[config.mk]
export PLATFORM = sky130hd
export DESIGN_NAME = isc_alu
export DESIGN_NICKNAME = d
export VERILOG_FILES = /design/src/isc_pkg.sv /design/src/isc_alu.sv
export SDC_FILE = /design/constraint.sdc
export NUM_CORES = 1
export LEC_CHECK = 0
export BUFFER_PORTS_ARGS = -buffer_cell sky130_fd_sc_hd__buf_2
export CAP_MARGIN = 20
export CORE_ASPECT_RATIO = 1.5
export CORE_MARGIN = 2
export CORE_UTILIZATION = 60
export DETAILED_ROUTE_END_ITERATION = 10
export HOLD_SLACK_MARGIN = 0.02
export PLACE_DENSITY = 0.8
export SLEW_MARGIN = 30
export SYNTH_ARGS = -nofsm -noshare
export SYNTH_HDL_FRONTEND = slang
export SYNTH_SLANG_ARGS = --single-unit
[constraint.sdc]
create_clock -name clk -period 4.3 [get_ports clk]
set_clock_uncertainty 0.1 [all_clocks]
set_input_delay 0.43 -clock clk [delete_from_list [all_inputs] [get_ports clk]]
set_output_delay 0.43 -clock clk [all_outputs]
set_load 0.03 [all_outputs]
[src/isc_pkg.sv]
// Package for the integer stack calculator: field widths, opcodes, status codes,
// ALU op codes, and the request, result and ALU control structs. No dependencies.
package isc_pkg;

  localparam int unsigned DATA_W        = 32;
  localparam int unsigned OP_W          = 3;
  localparam int unsigned INDEX_W       = 10;
  localparam int unsigned STATUS_W      = 3;
  localparam int unsigned COUNT_W       = 11;
  localparam int unsigned DEPTH_DEFAULT = 1024;

  localparam logic [OP_W-1:0] OP_PUSH   = 3'd0;
  localparam logic [OP_W-1:0] OP_POP    = 3'd1;
  localparam logic [OP_W-1:0] OP_RD_TOP = 3'd2;
  localparam logic [OP_W-1:0] OP_RD_BOT = 3'd3;
  localparam logic [OP_W-1:0] OP_ADD    = 3'd4;
  localparam logic [OP_W-1:0] OP_SUB    = 3'd5;
  localparam logic [OP_W-1:0] OP_MUL    = 3'd6;
  localparam logic [OP_W-1:0] OP_DIV    = 3'd7;

  localparam logic [STATUS_W-1:0] ST_OK    = 3'd0;
  localparam logic [STATUS_W-1:0] ST_EMPTY = 3'd1;
  localparam logic [STATUS_W-1:0] ST_RANGE = 3'd2;
  localparam logic [STATUS_W-1:0] ST_ONE   = 3'd3;
  localparam logic [STATUS_W-1:0] ST_DIVZ  = 3'd4;
  localparam logic [STATUS_W-1:0] ST_FULL  = 3'd5;

  localparam logic [1:0] ALU_ADD = 2'd0;
  localparam logic [1:0] ALU_SUB = 2'd1;
  localparam logic [1:0] ALU_MUL = 2'd2;
  localparam logic [1:0] ALU_DIV = 2'd3;

  typedef struct packed {
    logic [OP_W-1:0]          opcode;
    logic signed [DATA_W-1:0] operand;
    logic [INDEX_W-1:0]       index;
  } in_t;

  typedef struct packed {
    logic signed [DATA_W-1:0] value;
    logic [STATUS_W-1:0]      status;
    logic [COUNT_W-1:0]       count;
  } out_t;

  typedef struct packed {
    logic       start;
    logic [1:0] op;
  } alu_ctl_t;

endpackage

[src/isc_alu.sv]
// Iterative arithmetic unit: bit-serial add and subtract, shift-add multiply and
// restoring floor divide, one bit per cycle. Depends on isc_pkg.
module isc_alu (
  input  logic                       clk,
  input  logic                       rst_n,
  input  isc_pkg::alu_ctl_t          ctl,
  input  logic [isc_pkg::DATA_W-1:0] a,
  input  logic [isc_pkg::DATA_W-1:0] b,
  output logic                       done,
  output logic [isc_pkg::DATA_W-1:0] result
);
  import isc_pkg::*;

  localparam int unsigned SW = $clog2(DATA_W);
  localparam logic [SW-1:0] LAST = SW'(DATA_W - 1);

  logic              busy_r, busy_nxt;
  logic              fix_r, fix_nxt;
  logic              done_r, done_nxt;
  logic [SW-1:0]     cnt_r, cnt_nxt;
  logic [1:0]        op_r, op_nxt;
  logic              carry_r, carry_nxt;
  logic              neg_r, neg_nxt;
  logic [DATA_W-1:0] x_r, x_nxt;
  logic [DATA_W-1:0] y_r, y_nxt;
  logic [DATA_W-1:0] acc_r, acc_nxt;
  logic [DATA_W-1:0] result_r, result_nxt;

  logic              bit_b;
  logic              sum_bit;
  logic              carry_out;
  logic [DATA_W-1:0] mul_sum;
  logic [DATA_W:0]   diff;
  logic [DATA_W-1:0] abs_a;
  logic [DATA_W-1:0] abs_b;
  logic [DATA_W-1:0] quot;

  always_comb begin
    bit_b     = (op_r == ALU_SUB) ? ~y_r[0] : y_r[0];
    sum_bit   = x_r[0] ^ bit_b ^ carry_r;
    carry_out = (x_r[0] & bit_b) | (x_r[0] & carry_r) | (bit_b & carry_r);
    mul_sum   = acc_r + (y_r[0] ? x_r : '0);
    diff      = {acc_r, x_r[DATA_W-1]} - {1'b0, y_r};
    abs_a     = a[DATA_W-1] ? (~a + DATA_W'(1)) : a;
    abs_b     = b[DATA_W-1] ? (~b + DATA_W'(1)) : b;
    if (!neg_r) begin
      quot = x_r;
    end else if (acc_r != '0) begin
      quot = ~x_r;
    end else begin
      quot = ~x_r + DATA_W'(1);
    end
  end

  always_comb begin
    busy_nxt   = busy_r;
    fix_nxt    = fix_r;
    done_nxt   = 1'b0;
    cnt_nxt    = cnt_r;
    op_nxt     = op_r;
    carry_nxt  = carry_r;
    neg_nxt    = neg_r;
    x_nxt      = x_r;
    y_nxt      = y_r;
    acc_nxt    = acc_r;
    result_nxt = result_r;
    if (ctl.start) begin
      busy_nxt  = 1'b1;
      cnt_nxt   = '0;
      op_nxt    = ctl.op;
      carry_nxt = (ctl.op == ALU_SUB);
      neg_nxt   = a[DATA_W-1] ^ b[DATA_W-1];
      acc_nxt   = '0;
      if (ctl.op == ALU_DIV) begin
        x_nxt = abs_a;
        y_nxt = abs_b;
      end else begin
        x_nxt = a;
        y_nxt = b;
      end
    end else if (busy_r) begin
      case (op_r)
        ALU_ADD, ALU_SUB: begin
          acc_nxt   = {sum_bit, acc_r[DATA_W-1:1]};
          carry_nxt = carry_out;
          x_nxt     = {1'b0, x_r[DATA_W-1:1]};
          y_nxt     = {1'b0, y_r[DATA_W-1:1]};
        end
        ALU_MUL: begin
          acc_nxt = mul_sum;
          x_nxt   = {x_r[DATA_W-2:0], 1'b0};
          y_nxt   = {1'b0, y_r[DATA_W-1:1]};
        end
        default: begin
          if (!diff[DATA_W]) begin
            acc_nxt = diff[DATA_W-1:0];
          end else begin
            acc_nxt = {acc_r[DATA_W-2:0], x_r[DATA_W-1]};
          end
          x_nxt = {x_r[DATA_W-2:0], ~diff[DATA_W]};
        end
      endcase
      cnt_nxt = cnt_r + SW'(1);
      if (cnt_r == LAST) begin
        busy_nxt = 1'b0;
        fix_nxt  = 1'b1;
      end
    end else if (fix_r) begin
      fix_nxt    = 1'b0;
      done_nxt   = 1'b1;
      result_nxt = (op_r == ALU_DIV) ? quot : acc_r;
    end
  end

  always_ff @(posedge clk) begin
    if (!rst_n) begin
      busy_r <= 1'b0;
      fix_r  <= 1'b0;
      done_r <= 1'b0;
    end else begin
      busy_r <= busy_nxt;
      fix_r  <= fix_nxt;
      done_r <= done_nxt;
    end
  end

  always_ff @(posedge clk) begin
    cnt_r    <= cnt_nxt;
    op_r     <= op_nxt;
    carry_r  <= carry_nxt;
    neg_r    <= neg_nxt;
    x_r      <= x_nxt;
    y_r      <= y_nxt;
    acc_r    <= acc_nxt;
    result_r <= result_nxt;
  end

  assign done   = done_r;
  assign result = result_r;

endmodule
# Word level (Yosys, flattened, before mapping)

Cells that the tools add are included.

Word-level logic and storage cells: 78
Bits in registers: 140
Input port bits: 69
Output and inout port bits: 33

Muxes and demuxes: 26
Bitwise gates (word level): 16
Reductions and logical operators: 12
Equal/unequal tests: 7
Add/sub/neg operators: 6

Operators with widths:

| kind                    | count |
|---|---|
| $mux W32                | 14 |
| $pmux W32 S2            | 2 |
| $add A32 B1 Y32 const B | 3 |
| $not A32 Y32            | 3 |
| $sub A33 B32 Y33        | 1 |
| $add A32 B32 Y32        | 1 |
| $reduce_bool A32 Y1     | 1 |
| $mux W1                 | 10 |
| $eq A2 B2 Y1 const B    | 3 |
| $reduce_and A2 Y1       | 3 |
| $reduce_bool A2 Y1      | 3 |
| $reduce_or A3 Y1        | 2 |
| $add A5 B1 Y5 const B   | 1 |
| $eq A5 B5 Y1 const B    | 1 |
| $not A1 Y1              | 5 |
| $eq A2 B1 Y1 const B    | 2 |
| $and A1 B1 Y1           | 3 |
| $reduce_and A3 Y1       | 1 |
| $xor A1 B1 Y1           | 3 |
| $logic_not A2 Y1        | 1 |
| $ne A2 B1 Y1 const B    | 1 |
| $or A1 B1 Y1            | 2 |
| $reduce_or A2 Y1        | 1 |

# Longest topological paths before layout

Gate-level depths: netlist of the first run.

Word-level depth: 8
Gate-level depth with buffers: 14
Mapped depth without buffers: 13

# Least setup slack after synthesis of the first run

Ideal clock, no wire load.

Path type: register to register
Start point: reg op_r[1]
End point: reg y_r[0] (enable)
Cell stages (with the launch flop): 5
Path slack: 0.426 ns
Setup time: 0.466 ns
Clock period less this slack: 3.874 ns
Path buffers: 2
Required time: 3.734 ns
Data arrival time: 3.309 ns
Cells stage by stage: edfxtp_1 -> and2_1 -> clkbuf_1 -> clkbuf_1 -> o21ai_0

Longest elaborated chain between the ends: 4

Ends and longest elaborated chain:

| what                                    | line           | source |
|---|---|---|
| start, declared                         | isc_alu.sv:21  | `logic [1:0] op_r, op_nxt;` |
| start signal, assigned                  | isc_alu.sv:129 | `op_r <= op_nxt;` |
| $eq A2 B1 Y1 (tied with other cells)    | isc_alu.sv:82  | `case (op_r)` |
| $reduce_or A3 Y1 (no source line) (*)   | -              |  |
| $reduce_bool A2 Y1 (no source line) (*) | -              |  |
| $reduce_and A2 Y1 (no source line) (*)  | -              |  |
| end signal, assigned                    | isc_alu.sv:133 | `y_r <= y_nxt;` |
| end, declared                           | isc_alu.sv:25  | `logic [DATA_W-1:0] y_r, y_nxt;` |

Every way passes the cells marked *; elsewhere a longest branch is shown, timed or not.
A chain may end at the register's enable or synchronous reset.

# Worst setup path in the final report of the first run

Start point: reg y_r[0]
End point: reg acc_r[9]

Longest elaborated chain between the ends: 3

Ends and longest elaborated chain:

| what                                         | line                         | source |
|---|---|---|
| $sub A33 B32 Y33 or $mux W32 (tied branches) | isc_alu.sv:43, isc_alu.sv:42 |  |
| $mux W32 or $add A32 B32 Y32 (tied branches) | isc_alu.sv:95, isc_alu.sv:42 |  |
| $pmux W32 S2 (*)                             | isc_alu.sv:82                |  |
| end signal, assigned                         | isc_alu.sv:134               | `acc_r <= acc_nxt;` |
| end, declared                                | isc_alu.sv:26                | `logic [DATA_W-1:0] acc_r, acc_nxt;` |

Marked as above.

==> flow_summary.ini, run 1 <==
[status]
run_status = finished, final reports clean

[sta]
rsz0062_at_grt = false
layout_worst_path_cycle_share_pct = 91.8
setup_viol = 0
finalHoldViolations = 0
worst_slew_pin_slew_ns = 0.781
final_report_max_slew_violation_count = 0
fin_setup_tns_ns = 0
timing.fmax_ghz = 0.253
post-route-min-period_ns = 3.95
max_slew_margin_pct = 47.8

[placement]
place.detailed.hpwl_mm = 27.8
post_dp_cell_area_sq_mm = 0.0131
placement.io_buffers = 101
finalWeightedCongestion = 0.977

[synth]
synth_top_area_share_pct = 24.5
synthesis.area_per_instance_sq_um = 8.24
syn_inst = 1489
synth.yosys.seq_area_share_pct = 31.0
yosys_register_bits = 140
synth_cell_type_count = 75
synth.cell_area_sq_mm = 0.0123
ys_top_cells_by_area = sky130_fd_sc_hd__edfxtp_1 24%, sky130_fd_sc_hd__ha_1 7.0%, sky130_fd_sc_hd__dfxtp_1 6.5%, sky130_fd_sc_hd__xor2_1 5.6%, sky130_fd_sc_hd__a21oi_1 5.5%
async_reset_ff_share_pct = 0
mappedNetlistNets = 1630
post_synthesis_cell_type_with_the_largest_combined_area = sky130_fd_sc_hd__edfxtp_1
synthFlopType = sky130_fd_sc_hd__edfxtp_1
synth_warnings = 0
synth_edf_count = 100

[cts]
clock_latency_ns = 0.45
h-tree-depth = 4
root_buffer = sky130_fd_sc_hd__clkbuf_16
tritoncts_buffer_count = 17
post-cts-setup-buffers = 0
numClockSinks = 140
post_cts_resized = 0
post_cts_clock_slew_at_the_launch_and_capture_registers_of_the_worst_setup_and_hold_paths_ns = 0.06
cts_tree = yes
cts.hold.buffers_added = 0
cts_max_path_buffers = 2

[floorplan]
die_w_um = 121
start_util_pct = 60.6
io_pins = 102
floorplan.die_area_sq_mm = 0.0216
core-area_sq_mm = 0.0203
die_y_um = 179
num_rows = 64

[global_route]
remaining_global_route_overflow = 0
antenna_found_initial = 0
grt_use_total_pct = 33.7
grt_first_pass_wirelength_mm = 56.9
grt_pass1_vias = 11254
grt_max_degree = 72

[critical_path]
worstPathMaxFanout = 27
critPathKind = flip-flop to flip-flop
setup.worst_path.end = acc_r[9]
r2r_start = y_r[0]
setup.reg_to_reg.worst_slack_ns = 0.35
reg2reg_to = acc_r[9]
reg2reg_depth = 13
critPathCaptureType = flip-flop
critical_path.startpoint = y_r[0]
crit_required_ns = 4.55
setup.worst_path.start_class = flip-flop
critical_path_arrival_ns = 4.20

[route]
drt-initial-drc-count = 916
drtPass1Iterations = 8
finalWirelength_mm = 36.5
post_drt_via_cell_ratio = 6.41
drt_drc_violations_left = 0
final_antenna_net_count = 0
routed-via-count = 11818
detail_route.wl_per_cell_um = 19.8

[finish]
fillers = 1709
synthToLayoutAreaGrowth_pct = 11.4
drive_above_1_share_pct = 13.2
n_antenna_cell = 0
fin_nets = 1708
stdcell_area_sq_mm = 0.0137

[power_and_ir_drop]
power_density_mw_per_mm2 = 350
irDropWorstVdd_v = 0.000368
static-leakage-power_nw = 5.76

[min_path]
holdCritPathClass = input pin to flip-flop

[job]
drv_cap = 0
## kinds of logic after synthesis
logic type | after synthesis | synth area share [%]
and+or+nand+nor | 485 | 19.1
DFF | 140 | 31.0
muxes | 47 | 3.94
xor gates and xnor gates | 143 | 10.2
adders and majority gates | 72 | 7.52
AOI/OAI and AO/OA | 456 | 23.5
buffers and inverters | 146 | 4.66
## report_power, final
part	internal (mW)	switching [mW]
combinational	0.619	0.926
clock	0.857	0.649
sequential	1.59	0.154
total	3.06	1.73
## area by class of cell
cell class / instances / area (sq um) / share of cell area [%]
sequential: 140 / 3800 / 27.8
timing repair buffer: 141 / 808 / 5.91
tap: 264 / 330 / 2.41
multi-input combinational: 1203 / 7910 / 57.8
inverter: 64 / 240 / 1.76
clock inverter: 13 / 126 / 0.924
clock buffer: 19 / 464 / 3.39
## worst min path at each step
stage	start	to	slack [ns]	cells after the start
6_report	rst_n	done	0.12	2
5_1_grt	rst_n	fix_r	0.11	3
4_1_cts	rst_n	fix_r	0.11	3
3_5_place_dp	fix_r	fix_r	0.37	2
3_3_place_gp	fix_r	fix_r	0.36	2
2_1_floorplan	fix_r	fix_r	0.34	2
## through the flow
step | util, % | setup slack (ns) | hold slack [ns] | std cells | total power [mW]
2_1_floorplan | - | 0.426 | 0.344 | 1489 | 2.82
3_3_place_gp | 64.6 | 0.537 | 0.358 | 1812 | 3.25
3_5_place_dp | 64.6 | 0.413 | 0.367 | 1812 | 3.27
4_1_cts | 67.5 | 0.388 | 0.112 | 1844 | 4.77
5_1_grt | 67.5 | 0.0808 | 0.114 | 1844 | 5.00
6_report | 67.5 | 0.351 | 0.123 | 1844 | 4.79
## sequential cells by signal, summed over array words and instances (netlist names), 2 cells and up
name,cells
op_r,2
y_r,32
acc_r,32
x_r,32
cnt_r,5
result,32
## critical path, stage by stage (launching register included)
cell	delay, ns
sky130_fd_sc_hd__edfxtp_1	0.66
sky130_fd_sc_hd__ha_1	0.34
sky130_fd_sc_hd__fa_1	0.41
sky130_fd_sc_hd__nor2b_1	0.18
sky130_fd_sc_hd__o31ai_1	0.12
sky130_fd_sc_hd__a31oi_1	0.37
sky130_fd_sc_hd__o211ai_1	0.21
sky130_fd_sc_hd__a211oi_4	0.22
sky130_fd_sc_hd__buf_4	0.33
sky130_fd_sc_hd__buf_4	0.24
sky130_fd_sc_hd__nor2b_1	0.14
sky130_fd_sc_hd__o21ai_0	0.09
sky130_fd_sc_hd__a31o_1	0.18
sky130_fd_sc_hd__a311oi_1	0.25
## metal layers
metal	up-vias	routed length, um	global-route usage [%]
li1	5588	-	-
met1	5588	14100	38.9
met2	504	18200	58.3
met3	138	2100	4.90
met4	0	2080	20.9
met5	-	0	0
## cell usage after synthesis (4+ instances only)
| cell type | n |
|---|---|
| sky130_fd_sc_hd__xnor2_1 | 64 |
| sky130_fd_sc_hd__buf_2 | 4 |
| sky130_fd_sc_hd__a21oi_1 | 135 |
| sky130_fd_sc_hd__and4_1 | 4 |
| sky130_fd_sc_hd__a211oi_1 | 17 |
| sky130_fd_sc_hd__nand2b_1 | 15 |
| sky130_fd_sc_hd__nor2_1 | 139 |
| sky130_fd_sc_hd__xor2_1 | 79 |
| sky130_fd_sc_hd__nand2_1 | 143 |
| sky130_fd_sc_hd__nor2b_1 | 12 |
| sky130_fd_sc_hd__edfxtp_1 | 100 |
| sky130_fd_sc_hd__a21boi_0 | 6 |
| sky130_fd_sc_hd__mux2i_1 | 36 |
| sky130_fd_sc_hd__a31oi_1 | 14 |
| sky130_fd_sc_hd__mux2_2 | 11 |
| sky130_fd_sc_hd__or3_1 | 6 |
| sky130_fd_sc_hd__and2_1 | 40 |
| sky130_fd_sc_hd__nand3_1 | 16 |
| sky130_fd_sc_hd__clkbuf_1 | 66 |
| sky130_fd_sc_hd__a221oi_1 | 9 |
| sky130_fd_sc_hd__o21ai_1 | 11 |
| sky130_fd_sc_hd__inv_1 | 62 |
| sky130_fd_sc_hd__a21o_1 | 26 |
| sky130_fd_sc_hd__o221ai_1 | 7 |
| sky130_fd_sc_hd__o21a_1 | 11 |
| sky130_fd_sc_hd__nor3_1 | 38 |
| sky130_fd_sc_hd__nand4_1 | 14 |
| sky130_fd_sc_hd__a211o_1 | 5 |
| sky130_fd_sc_hd__a22oi_1 | 5 |
| sky130_fd_sc_hd__o21bai_1 | 5 |
| sky130_fd_sc_hd__a221o_1 | 7 |
| sky130_fd_sc_hd__and3_1 | 17 |
| sky130_fd_sc_hd__a311oi_1 | 9 |
| sky130_fd_sc_hd__nor4_1 | 16 |
| sky130_fd_sc_hd__o31ai_1 | 15 |
| sky130_fd_sc_hd__o211ai_1 | 18 |
| sky130_fd_sc_hd__o21ai_0 | 117 |
| sky130_fd_sc_hd__o41ai_1 | 10 |
| sky130_fd_sc_hd__or4_1 | 6 |
| sky130_fd_sc_hd__and3b_1 | 4 |
| sky130_fd_sc_hd__buf_1 | 9 |
| sky130_fd_sc_hd__ha_1 | 69 |
| sky130_fd_sc_hd__dfxtp_1 | 40 |
## layout by cell type (no fill, tap or decap), types with 9 or more instances in the layout
master,Yosys,layout
sky130_fd_sc_hd__edfxtp_1,100,100
sky130_fd_sc_hd__a311oi_1,9,9
sky130_fd_sc_hd__nor2b_1,12,12
sky130_fd_sc_hd__xor2_1,79,79
sky130_fd_sc_hd__o21ai_1,11,11
sky130_fd_sc_hd__a211oi_1,17,17
sky130_fd_sc_hd__o21ai_0,117,116
sky130_fd_sc_hd__nor4_1,16,16
sky130_fd_sc_hd__o41ai_1,10,10
sky130_fd_sc_hd__a31oi_1,14,14
sky130_fd_sc_hd__a21oi_1,135,135
sky130_fd_sc_hd__mux2_2,11,11
sky130_fd_sc_hd__nand2b_1,15,15
sky130_fd_sc_hd__dfxtp_1,40,40
sky130_fd_sc_hd__and3_1,17,17
sky130_fd_sc_hd__and2_1,40,40
sky130_fd_sc_hd__nor2_1,139,139
sky130_fd_sc_hd__o31ai_1,15,15
sky130_fd_sc_hd__o211ai_1,18,18
sky130_fd_sc_hd__nand4_1,14,14
sky130_fd_sc_hd__o21a_1,11,11
sky130_fd_sc_hd__nand3_1,16,16
sky130_fd_sc_hd__buf_2,4,100
sky130_fd_sc_hd__mux2i_1,36,36
sky130_fd_sc_hd__buf_4,1,41
sky130_fd_sc_hd__a221oi_1,9,9
sky130_fd_sc_hd__xnor2_1,64,64
sky130_fd_sc_hd__inv_1,62,62
sky130_fd_sc_hd__nor3_1,38,38
sky130_fd_sc_hd__a21o_1,26,26
sky130_fd_sc_hd__ha_1,69,69
sky130_fd_sc_hd__clkbuf_16,0,18
sky130_fd_sc_hd__nand2_1,143,142
(Power assumes the default switching activity.)
==> run 2, diff against run 1 <==
Settings changed: CTS_BUF_LIST set to sky130_fd_sc_hd__clkbuf_4, SLEW_MARGIN 30 to 10.
==> flow_summary.ini, run 2 (synthesized netlist as in run 1, its figures left out) <==
[power_and_ir_drop]
sw_frac_of_total_pct = 39.2
irDropWorstVdd_v = 0.000227
power_density_mw_per_mm2 = 314
p_clk_share_pct = 22.0
static-leakage-power_nw = 5.64
power_frac_seq_pct = 41.3
power.internal_mw = 2.56
switchingPower_mw = 1.65
comb_power_share_pct = 36.7

[floorplan]
io_pins = 102
die_y_um = 179
num_rows = 64
floorplan.die_area_sq_mm = 0.0216
start_util_pct = 60.6
core-area_sq_mm = 0.0203
die_w_um = 121

[cts]
numClockSinks = 140
cts_max_path_buffers = 2
post-cts-setup-buffers = 0
h-tree-depth = 4
post_cts_resized = 0
post_cts_clock_slew_at_the_launch_and_capture_registers_of_the_worst_setup_and_hold_paths_ns = 0.14
clock_latency_ns = 0.62
cts_tree = yes
root_buffer = sky130_fd_sc_hd__clkbuf_4
tritoncts_buffer_count = 17

[finish]
final_cells = 1850
final_common_cell = sky130_fd_sc_hd__nand2_1
synthToLayoutAreaGrowth_pct = 9.40
most-common-layout-cells = 142 x sky130_fd_sc_hd__nand2_1, 139 x sky130_fd_sc_hd__nor2_1, 135 x sky130_fd_sc_hd__a21oi_1
fin_nets = 1713
drive_above_1_share_pct = 13.1
stdcell_area_sq_mm = 0.0134

[route]
final_antenna_net_count = 0
detail_route.wl_per_cell_um = 19.6
post_drt_via_cell_ratio = 6.40
drt_drc_violations_left = 0
routed-via-count = 11848
drtPass1Iterations = 8
drt-initial-drc-count = 1072
finalWirelength_mm = 36.3

[global_route]
grt_first_pass_wirelength_mm = 56.8
grt_max_degree = 72
grt_pass1_vias = 11256
antenna_found_initial = 1
remaining_global_route_overflow = 0
grt_use_total_pct = 33.6

[placement]
place.detailed.hpwl_mm = 27.8
preCtsSetupSlack_ns = 0.413
finalWeightedCongestion = 0.977
placed_cells = 1812
post_dp_cell_area_sq_mm = 0.0131
placement.io_buffers = 101

[critical_path]
critical_path_arrival_ns = 4.37
critPathKind = flip-flop to flip-flop
critPathCaptureType = flip-flop
setup.worst_path.start_class = flip-flop
critical_path.n_buffers_inverters = 2
cp_slowest_stage_delay_ns = 0.69
critPathSlowestCell = sky130_fd_sc_hd__edfxtp_1
worstPathCellList = ha_1, fa_1, nor2b_1, o31ai_1, a31oi_1, o211ai_1, a211oi_4, buf_4, buf_4, nor2b_1, o21ai_0, a31o_1, a311oi_1
family_with_the_most_delay_on_the_worst_path = compound AO/OA/AOI/OAI gates
crit_required_ns = 4.72
worstPathMaxFanout = 27

[sta]
setup_slack_ns = 0.343
post-route-min-period_ns = 3.96
worst_slew_pin_slew_ns = 0.778
rsz0062_at_grt = false
final_report_max_slew_violation_count = 0
fin_setup_tns_ns = 0
finalHoldViolations = 0
max_slew_margin_pct = 48.0
timing.fmax_ghz = 0.253
layout_worst_path_cycle_share_pct = 92.0
setup_viol = 0

[status]
run_status = finished, final reports clean

[job]
drv_cap = 0

[min_path]
holdCritPathClass = input pin to flip-flop
==> run 2: changes by cell type in the layout (fill, tap and decap cells not counted) <==
cell	previous run	this run
sky130_fd_sc_hd__clkbuf_16	18	0
sky130_fd_sc_hd__clkbuf_4	0	17
sky130_fd_sc_hd__dlygate4sd3_1	0	5
sky130_fd_sc_hd__bufinv_16	1	2
sky130_fd_sc_hd__clkbuf_8	1	0
sky130_fd_sc_hd__diode_2	0	1
sky130_fd_sc_hd__inv_2	2	3
==> run 2: worst reg2reg max path, delay by kind of cell (launching register included) <==
kind / cells / cell delay, ns
AOI/OAI and AO/OA: 7 / 1.44
adders and majority gates: 2 / 0.75
buffers and inverters: 2 / 0.59
DFF: 1 / 0.69
and+or+nand+nor: 2 / 0.32
==> run 2: power groups by stage <==
stage	clock network (mW)	logic, mW	registers [mW]
after floorplan	0	1.11	1.71
after global placement	0	1.49	1.76
after global routing	0.986	1.69	1.75
final	0.929	1.55	1.74
after detailed placement	0	1.51	1.76
after CTS	0.937	1.52	1.73
==> run 2: worst paths after layout <==
path	start	end	slack [ns]	depth (start not counted)
worst max register to register	y_r[0]	acc_r[9]	0.34	13
worst min-delay path	a[0]	x_r[0]	0.12	3
worst max-delay path	y_r[0]	acc_r[9]	0.34	13
worst min register to register	fix_r	fix_r	0.40	2
==> run 2: layout make-up <==
cell class / instances / area (sq um)
well taps: 264 / 330
flip-flops and latches: 140 / 3800
multi-input cells: 1203 / 7910
repair buffers: 146 / 858
inverters: 64 / 240
clock buffers: 17 / 128
clock inverters: 15 / 160
diodes: 1 / 2.50
fillers: 1752 / 6830
==> run 2: metal layers <==
layer | global-route usage, % | part of all wire [%]
met1 | 39.0 | 39
met2 | 57.6 | 49
met3 | 5.25 | 6.1
met5 | 0 | 0
met4 | 21.1 | 6.2
==> run 2: metrics by stage <==
| step | power [mW] | util (%) | hold WS [ns] |
|---|---|---|---|
| global route | 4.43 | 66.3 | 0.0738 |
| finish | 4.21 | 66.3 | 0.115 |
| CTS | 4.19 | 66.3 | 0.0494 |
| global placement | 3.25 | 64.6 | 0.358 |
| floorplan | 2.82 | - | 0.344 |
| detailed placement | 3.27 | 64.6 | 0.367 |
==> run 2: timing repair <==
action | CTS | global route
hold buffers | 5 | 0
setup endpoints to repair | 0 | 0
endpoints found under the hold margin | 7 | 0
